## src/sv/dur_pkg.sv

```systemverilog
// Shared types, codes and constants for the dual ultrasonic ranger warning block.
// Holds the echo-to-centimetre conversion and the blink period map. No dependencies.
package dur_pkg;

    localparam int unsigned TIME_W  = 16;
    localparam int unsigned DIST_W  = 10;
    localparam int unsigned TICKS_W = 8;
    localparam int unsigned CNT_W   = 3;
    localparam int unsigned SENS_W  = 2;
    localparam int unsigned ACT_W   = 2;
    localparam int unsigned CFG_W   = 10;
    localparam int unsigned IDX_W   = 2;
    localparam int unsigned IN_DATA_W  = 16;
    localparam int unsigned IN_USER_W  = 8;
    localparam int unsigned OUT_DATA_W = 32;
    localparam int unsigned OUT_FIELD_W = SENS_W + 2 * DIST_W + 5;

    // action codes
    localparam logic [ACT_W-1:0] ACT_TICK   = 2'd0;
    localparam logic [ACT_W-1:0] ACT_ECHO_A = 2'd1;
    localparam logic [ACT_W-1:0] ACT_ECHO_B = 2'd2;

    // sensor codes
    localparam logic [SENS_W-1:0] SENSOR_NONE = 2'd0;
    localparam logic [SENS_W-1:0] SENSOR_A    = 2'd1;
    localparam logic [SENS_W-1:0] SENSOR_B    = 2'd2;

    // register indexes
    localparam logic [IDX_W-1:0] REG_WARN_DIST = 2'd0;
    localparam logic [IDX_W-1:0] REG_MAX_DIST  = 2'd1;
    localparam logic [IDX_W-1:0] REG_SCAN_TICKS = 2'd2;

    localparam logic [DIST_W-1:0]  WARN_DIST_RST  = 10'd40;
    localparam logic [DIST_W-1:0]  MAX_DIST_RST   = 10'd380;
    localparam logic [TICKS_W-1:0] SCAN_TICKS_RST = 8'd5;

    // x/116 = (x>>2)/29; (x>>2)/29 = (q * ceil(2^24/29)) >> 24 for q < 2^14
    localparam int unsigned RECIP_SHIFT = 24;
    localparam int unsigned RECIP_W     = 20;
    localparam logic [RECIP_W-1:0] RECIP_29 = 20'd578525;
    localparam int unsigned PROD_W = (TIME_W - 2) + RECIP_W;

    localparam logic [CNT_W-1:0] PERIOD_MAX = 3'd4;

    typedef struct packed {
        logic [CNT_W-1:0] count;
        logic             level;
    } t_blink;

    function automatic logic [DIST_W-1:0] echo_cm(input logic [TIME_W-1:0] span);
        logic [TIME_W-3:0] q;
        logic [PROD_W-1:0] p;
        q = span[TIME_W-1:2];
        p = PROD_W'(q) * PROD_W'(RECIP_29);
        return p[RECIP_SHIFT +: DIST_W];
    endfunction

    // range/10 + 1 clamped to 1..4
    function automatic logic [CNT_W-1:0] period_of(input logic [DIST_W-1:0] d);
        logic [CNT_W-1:0] p;
        if (d < 10'd10)      p = 3'd1;
        else if (d < 10'd20) p = 3'd2;
        else if (d < 10'd30) p = 3'd3;
        else                 p = PERIOD_MAX;
        return p;
    endfunction

    function automatic t_blink blink_step(input logic         active,
                                          input t_blink       cur,
                                          input logic [CNT_W-1:0] period);
        t_blink           nxt;
        logic [CNT_W-1:0] inc;
        nxt = cur;
        inc = cur.count + 3'd1;
        if (active) begin
            if (inc >= period) begin
                nxt.count = '0;
                nxt.level = ~cur.level;
            end else begin
                nxt.count = inc;
            end
        end else begin
            nxt.level = 1'b0;
        end
        return nxt;
    endfunction

endpackage

```

## src/sv/dual_ultrasonic_ranger_warning.sv

```systemverilog
// Top level of the dual ultrasonic ranger with proximity warning.
// Depends on dur_pkg for codes, constants and the echo conversion.
//
// Usage:
//   Input stream: s_axis_tdata carries the capture time of an echo edge,
//   s_axis_tuser the action (tick, echo edge of A, echo edge of B).
//   Output stream: one transfer for every input transfer, carrying the sensor
//   to fire now, both distances, both warning flags, buzzer and lamp levels.
//   Config: a write on i_cfg_we stores i_cfg_data into register i_cfg_index
//   (0 warn distance, 1 max distance, 2 scan ticks); other indexes are dropped.
//   Write only while no item is in flight.
// Timing:
//   An accepted item is held in the input register, where the state
//   update is done; its result then goes to the result register, which
//   drives m_axis_tvalid. One item per cycle is taken while the output
//   is not stalled; the echo subtract and reciprocal multiply set the clock.
// Reset empties both pipeline registers and restores all state and registers
// to their defaults. When m_axis_tready is low the result is held and the
// input register still accepts one more item before s_axis_tready drops.
module dual_ultrasonic_ranger_warning (
    input  logic                           i_clk,
    input  logic                           i_rst_n,
    input  logic                           s_axis_tvalid,
    output logic                           s_axis_tready,
    // [15:0] capture_time
    input  logic [dur_pkg::IN_DATA_W-1:0]  s_axis_tdata,
    // [1:0] action, rest zero
    input  logic [dur_pkg::IN_USER_W-1:0]  s_axis_tuser,
    output logic                           m_axis_tvalid,
    input  logic                           m_axis_tready,
    // [1:0] trigger_sensor, [11:2] distance_a, [21:12] distance_b, [22] warn_a,
    // [23] warn_b, [24] buzzer_on, [25] led_a_lit, [26] led_b_lit, rest zero
    output logic [dur_pkg::OUT_DATA_W-1:0] m_axis_tdata,
    input  logic                           i_cfg_we,
    input  logic [dur_pkg::IDX_W-1:0]      i_cfg_index,
    input  logic [dur_pkg::CFG_W-1:0]      i_cfg_data
);
    import dur_pkg::*;

    // config registers
    logic [DIST_W-1:0]  r_warn_dist;
    logic [DIST_W-1:0]  r_max_dist;
    logic [TICKS_W-1:0] r_scan_ticks;

    // input and result registers
    logic               r_in_valid;
    logic [ACT_W-1:0]   r_action;
    logic [TIME_W-1:0]  r_time;
    logic               r_out_valid;
    logic [OUT_DATA_W-1:0] r_out_data;

    // block state
    logic [TICKS_W-1:0] r_tick_div,  n_tick_div;
    logic [SENS_W-1:0]  r_scan_sens, n_scan_sens;
    logic [SENS_W-1:0]  r_listen,    n_listen;
    logic [1:0]         r_edge_seen, n_edge_seen;
    logic [TIME_W-1:0]  r_start [2];
    logic [TIME_W-1:0]  n_start [2];
    logic [DIST_W-1:0]  r_range [2];
    logic [DIST_W-1:0]  n_range [2];
    logic [1:0]         r_warn,      n_warn;
    t_blink             r_buzz,      n_buzz;
    t_blink             r_lamp [2];
    t_blink             n_lamp [2];
    logic [SENS_W-1:0]  n_trig;
    logic [OUT_DATA_W-1:0] n_out_data;

    logic               advance;
    logic               s_idx;
    logic [TIME_W-1:0]  span;
    logic [DIST_W-1:0]  meas;
    logic [TICKS_W-1:0] tick_inc;
    logic [1:0]         warn_new;
    logic [CNT_W-1:0]   per_a, per_b, per_z;

    assign advance       = r_in_valid && (!r_out_valid || m_axis_tready);
    assign s_axis_tready = !r_in_valid || advance;
    assign m_axis_tvalid = r_out_valid;
    assign m_axis_tdata  = r_out_data;

    // echo path: sensor B is slot 1
    assign s_idx = (r_action == ACT_ECHO_B);
    assign span  = r_time - r_start[s_idx];
    assign meas  = echo_cm(span);

    // scan path works on the stored ranges
    assign tick_inc = r_tick_div + 8'd1;
    assign warn_new = {(r_range[1] <= r_warn_dist), (r_range[0] <= r_warn_dist)};
    assign per_a    = period_of(r_range[0]);
    assign per_b    = period_of(r_range[1]);
    assign per_z    = (per_a < per_b) ? per_a : per_b;

    always_comb begin
        n_tick_div  = r_tick_div;
        n_scan_sens = r_scan_sens;
        n_listen    = r_listen;
        n_edge_seen = r_edge_seen;
        n_start     = r_start;
        n_range     = r_range;
        n_warn      = r_warn;
        n_buzz      = r_buzz;
        n_lamp      = r_lamp;
        n_trig      = SENSOR_NONE;
        case (r_action)
            ACT_TICK: begin
                n_tick_div = tick_inc;
                if (tick_inc >= r_scan_ticks) begin
                    n_tick_div  = '0;
                    n_scan_sens = (r_scan_sens == SENSOR_A) ? SENSOR_B : SENSOR_A;
                    n_listen    = n_scan_sens;
                    n_trig      = n_scan_sens;
                    n_warn      = warn_new;
                    n_buzz      = blink_step(|warn_new, r_buzz, per_z);
                    n_lamp[0]   = blink_step(warn_new[0], r_lamp[0], per_a);
                    n_lamp[1]   = blink_step(warn_new[1], r_lamp[1], per_b);
                end
            end
            ACT_ECHO_A, ACT_ECHO_B: begin
                if (r_listen == r_action) begin
                    if (!r_edge_seen[s_idx]) begin
                        n_start[s_idx]     = r_time;
                        n_edge_seen[s_idx] = 1'b1;
                    end else begin
                        if (meas <= r_max_dist) n_range[s_idx] = meas;
                        n_edge_seen[s_idx] = 1'b0;
                        n_listen           = SENSOR_NONE;
                    end
                end
            end
            default: ;  // undefined action: report state only
        endcase
        n_out_data = OUT_DATA_W'({n_lamp[1].level, n_lamp[0].level, n_buzz.level,
                                  n_warn[1], n_warn[0], n_range[1], n_range[0], n_trig});
    end

    always_ff @(posedge i_clk) begin
        if (!i_rst_n) begin
            r_warn_dist  <= WARN_DIST_RST;
            r_max_dist   <= MAX_DIST_RST;
            r_scan_ticks <= SCAN_TICKS_RST;
        end else if (i_cfg_we) begin
            case (i_cfg_index)
                REG_WARN_DIST:  r_warn_dist  <= i_cfg_data;
                REG_MAX_DIST:   r_max_dist   <= i_cfg_data;
                REG_SCAN_TICKS: r_scan_ticks <= i_cfg_data[TICKS_W-1:0];
                default: ;
            endcase
        end
    end

    always_ff @(posedge i_clk) begin
        if (!i_rst_n) begin
            r_in_valid  <= 1'b0;
            r_out_valid <= 1'b0;
        end else begin
            if (s_axis_tready) r_in_valid <= s_axis_tvalid;
            if (advance)            r_out_valid <= 1'b1;
            else if (m_axis_tready) r_out_valid <= 1'b0;
        end
    end

    always_ff @(posedge i_clk) begin
        if (s_axis_tvalid && s_axis_tready) begin
            r_action <= s_axis_tuser[ACT_W-1:0];
            r_time   <= s_axis_tdata[TIME_W-1:0];
        end
        if (advance) r_out_data <= n_out_data;
    end

    always_ff @(posedge i_clk) begin
        if (!i_rst_n) begin
            r_tick_div  <= '0;
            r_scan_sens <= SENSOR_A;
            r_listen    <= SENSOR_A;
            r_edge_seen <= '0;
            r_start[0]  <= '0;
            r_start[1]  <= '0;
            r_range[0]  <= '0;
            r_range[1]  <= '0;
            r_warn      <= '0;
            r_buzz      <= '0;
            r_lamp[0]   <= '0;
            r_lamp[1]   <= '0;
        end else if (advance) begin
            r_tick_div  <= n_tick_div;
            r_scan_sens <= n_scan_sens;
            r_listen    <= n_listen;
            r_edge_seen <= n_edge_seen;
            r_start     <= n_start;
            r_range     <= n_range;
            r_warn      <= n_warn;
            r_buzz      <= n_buzz;
            r_lamp      <= n_lamp;
        end
    end

endmodule
```

## config.mk

```make
export PLATFORM = sky130hd
export DESIGN_NAME = dual_ultrasonic_ranger_warning
export DESIGN_NICKNAME = d
export VERILOG_FILES = /design/src/sv/dur_pkg.sv /design/src/sv/dual_ultrasonic_ranger_warning.sv
export SDC_FILE = /design/constraint.sdc
export NUM_CORES = 1
export LEC_CHECK = 0
export BUFFER_PORTS_ARGS = -buffer_cell sky130_fd_sc_hd__buf_2
export CORE_UTILIZATION = 45
export DETAILED_ROUTE_END_ITERATION = 7
export PLACE_DENSITY = 0.63
export SLEW_MARGIN = 20
export SYNTH_ARGS = -nofsm -noshare
export SYNTH_HDL_FRONTEND = slang
export SYNTH_SLANG_ARGS = --single-unit
```

## constraint.sdc

```tcl
create_clock -name i_clk -period 18 [get_ports i_clk]
set_input_delay 0 -clock i_clk [delete_from_list [all_inputs] [get_ports i_clk]]
set_output_delay 0 -clock i_clk [all_outputs]
set_load 0.03 [all_outputs]
```

==> results.ini <==
[detailed_routing]
detailedRoute.firstPassIterationCount=5
ant_nets=0
vias=9619
remaining_drc_errors=0
via_density_per_instance=5.22
average_wire_per_cell_in_the_routed_design_um=16.0
wirelength_um=29500
first_iter_violations=499

[place]
detailedPlace.worstSlack_ns=5.74
detailed_place.area_um2=13600
place_inst=1780
dp_hpwl_um=23400
routabilityCongestion=0.942
portBuffers=63

[timing]
clock_skew_ns=0.00854
finalWorstSetupSlack_ns=5.73
hold_violations=0
fin_setup_tns_ns=0
maxSlewViolCount=0
report.final.setup_viol=0
min_period_over_period_pct=68.2
rsz0062_at_grt=false
maxClockFrequency_ghz=0.0815
worst-slew-pin-transition_ns=1.13
relative_slew_slack_pct=24.1
period_needed_ns=12.27

[yosys]
ys_seq_area_share_pct=27.6
top_area_cell_type_share_of_the_netlist_area_pct=19.2
yosys_register_bits=155
post-synth-top-area-cell=ha_1
yosys_most_used_dff=dfxtp_1
avgSynthCellArea_um2=9.41
yosys.cell_types.count=69
synthesis.instances=1367
netlist_area_um2=12900
synth_edf_count=45
synthTopCellsByArea=ha_1 19%, dfxtp_1 17%, fa_1 14%, edfxtp_1 11%, inv_1 6.8%
async_flop_share_pct=0
yosys_warning_count=0

[clock_network]
cts_tree=built
cts_sinks=155
cts_buffer_count=17
max-clock-path-buffers=2
worst_setup_hold_path_clk_slew_ns=0.06
cts_setup_buffers=0
htree_levels=4
insertion_delay_ns=0.43
ctsRootBufferMaster=clkbuf_16

[critical_path]
cp.arrival_ns=12.45
cp_num_buf_inv=6
worstSetupEndpointType=register
timing.critical_path.mode_cell=fa_1
path_class=register to register
cp_top_family=adder cells
critical_path_peak_fanout=21
regToRegStartpoint=r_action[0]
timing.critical_path.slowest_stage_cell=nor2b_1
startpoint_type_of_the_worst_setup_path=register
regToRegSetupSlack_ns=5.73
stage_delay_of_the_slowest_cell_on_the_critical_path_ns=0.89
cp_data_required_time_ns=18.18
worst_setup_path_startpoint=r_action[0]

[floorplan]
initial_utilization_pct=46.1
dieArea_um2=29300
num_rows=61
placeableCoreArea_um2=27900
die-height_um=171
ios=75
die_x_um=171

[outcome]
status=finished clean

[layout]
final-instance-count-excl-fill=1844
multi_input_comb_area_um2=8320
seqCellArea_um2=3550
final_area_um2=14500
finalNetCount=1783
area.growth.synth_to_final_pct=12.5
layout-drive-gt1-share_pct=9.55
num_antenna_cells=0
n_fill_cell=2573

[global_route]
antenna_found_initial=0
globalRoute.totalOverflow=0
grt_start_max_net_pins=53
track_usage_pct=21.4
number_of_global_route_vias_before_repair=9740
grt_first_pass_wirelength_um=48400

[job]
maxCapViolations=0

[min_path]
hp-class=input port to register
worstHoldStart=i_cfg_index[0]

## metal layers
| metal | vias up | global-route usage, % | wire [µm] |
|---|---|---|---|
| li1 | 4770 | - | - |
| met2 | 154 | 37.2 | 14700 |
| met1 | 4661 | 27.5 | 13300 |
| met4 | 0 | 6.56 | 598 |
| met5 | - | 0 | 0 |
| met3 | 34 | 2.96 | 923 |
## synthesized netlist by cell type, drive strengths merged (2+ instances only)
cell	n
and4	2
xor2	18
a211oi	10
xnor2	21
o211ai	12
a22o	21
dfxtp	110
edfxtp	45
nand3	27
fa	92
inv	235
nor3	11
o21a	8
a2111oi	3
and2	3
o21ai	36
or2	5
nand3b	7
o21bai	5
a31oi	3
o31ai	4
a221o	2
nand4	11
nor2	62
or3b	2
or3	5
clkbuf	30
nand2	137
nor4	3
buf	8
maj3	2
a221oi	3
nor2b	12
nand4b	3
or4	3
a21o	28
mux2i	23
nand2b	10
a21oi	106
and3	7
ha	197
mux2	20
## layout by cell type (no fill, tap or decap), types with 4 or more instances in the layout
cell type and count:
inv_1 232, ha_1 197, nand2_1 137, dfxtp_1 110, a21oi_1 102, fa_1 92, buf_2 63, nor2_1 62
edfxtp_1 45, dlygate4sd3_1 32, a21o_1 28, nand3_1 27, mux2i_1 23, o21ai_0 22, a22o_1 21, mux2_2 19
xor2_1 17, xnor2_1 17, clkbuf_16 17, o21ai_1 14, o211ai_1 12, nor2b_1 11, nand4_1 11, nand2b_1 10
a211oi_1 10, nor3_1 9, o21a_1 8, and3_1 7, nand3b_1 6, buf_4 6, o21bai_1 5, or3_1 5
conb_1 5, xnor2_2 4
## path summary, 6_finish.rpt
check	end	depth (start not counted)
min reg2reg	r_start[17]	2
max reg2reg	m_axis_tdata[13]	40
max	m_axis_tdata[13]	40
min	r_warn_dist[3]	3
## metrics by stage
step	hold WS, ns	utilization [%]
2_1_floorplan	0.0989	-
3_3_place_gp	0.177	48.6
3_5_place_dp	0.178	48.6
4_1_cts	0.0164	51.8
5_1_grt	0.0235	51.8
6_report	0.00216	51.8
## kinds of logic (layout without fill, tap and decap cells)
family / Yosys count / in the layout / share of synthesized area, %
AO/OA/AOI/OAI: 253 / 253 / 12.9
XOR/XNOR: 39 / 39 / 2.95
adder cells (fa/ha/maj): 291 / 291 / 33.6
buffers and inverters: 273 / 368 / 8.11
flip-flops: 155 / 155 / 27.6
multiplexers: 43 / 43 / 3.57
other: 1 / 5 / 0.0291
AND/OR/NAND/NOR: 312 / 312 / 11.2
## flip-flops by register name (all words and copies together), names as in the netlist, 4 cells and up, named ones only
register      count
r_scan_ticks      8
r_start          32
r_time           16
r_warn_dist      10
r_range          20
r_tick_div        8
r_buzz            4
m_axis_tdata     27
r_max_dist       10
r_lamp            8
## worst register-to-register path: cells and delay by family (launching register included)
family / cells / cell delay, ns
flip-flops: 1 / 0.43
AND/OR/NAND/NOR: 4 / 1.40
AO/OA/AOI/OAI: 16 / 3.44
adder cells (fa/ha/maj): 10 / 4.31
buffers and inverters: 6 / 0.78
XOR/XNOR: 2 / 0.98
multiplexers: 2 / 0.70
## final cells by class
cell class	instances	area share, %
timing repair buffer	101	4.70
multi-input combinational	943	57.5
clock buffer	21	3.11
clock inverter	11	0.830
tap	378	3.27
sequential	155	24.5
inverter	235	6.09
## timing repair
item	4_1_cts	5_1_grt
hold endpoints to repair	48	0
hold buffers	32	0
gates resized for setup	0	0
Power is not shown: default switching activity piles up to over one toggle a cycle in this logic, so the estimate is an artifact.
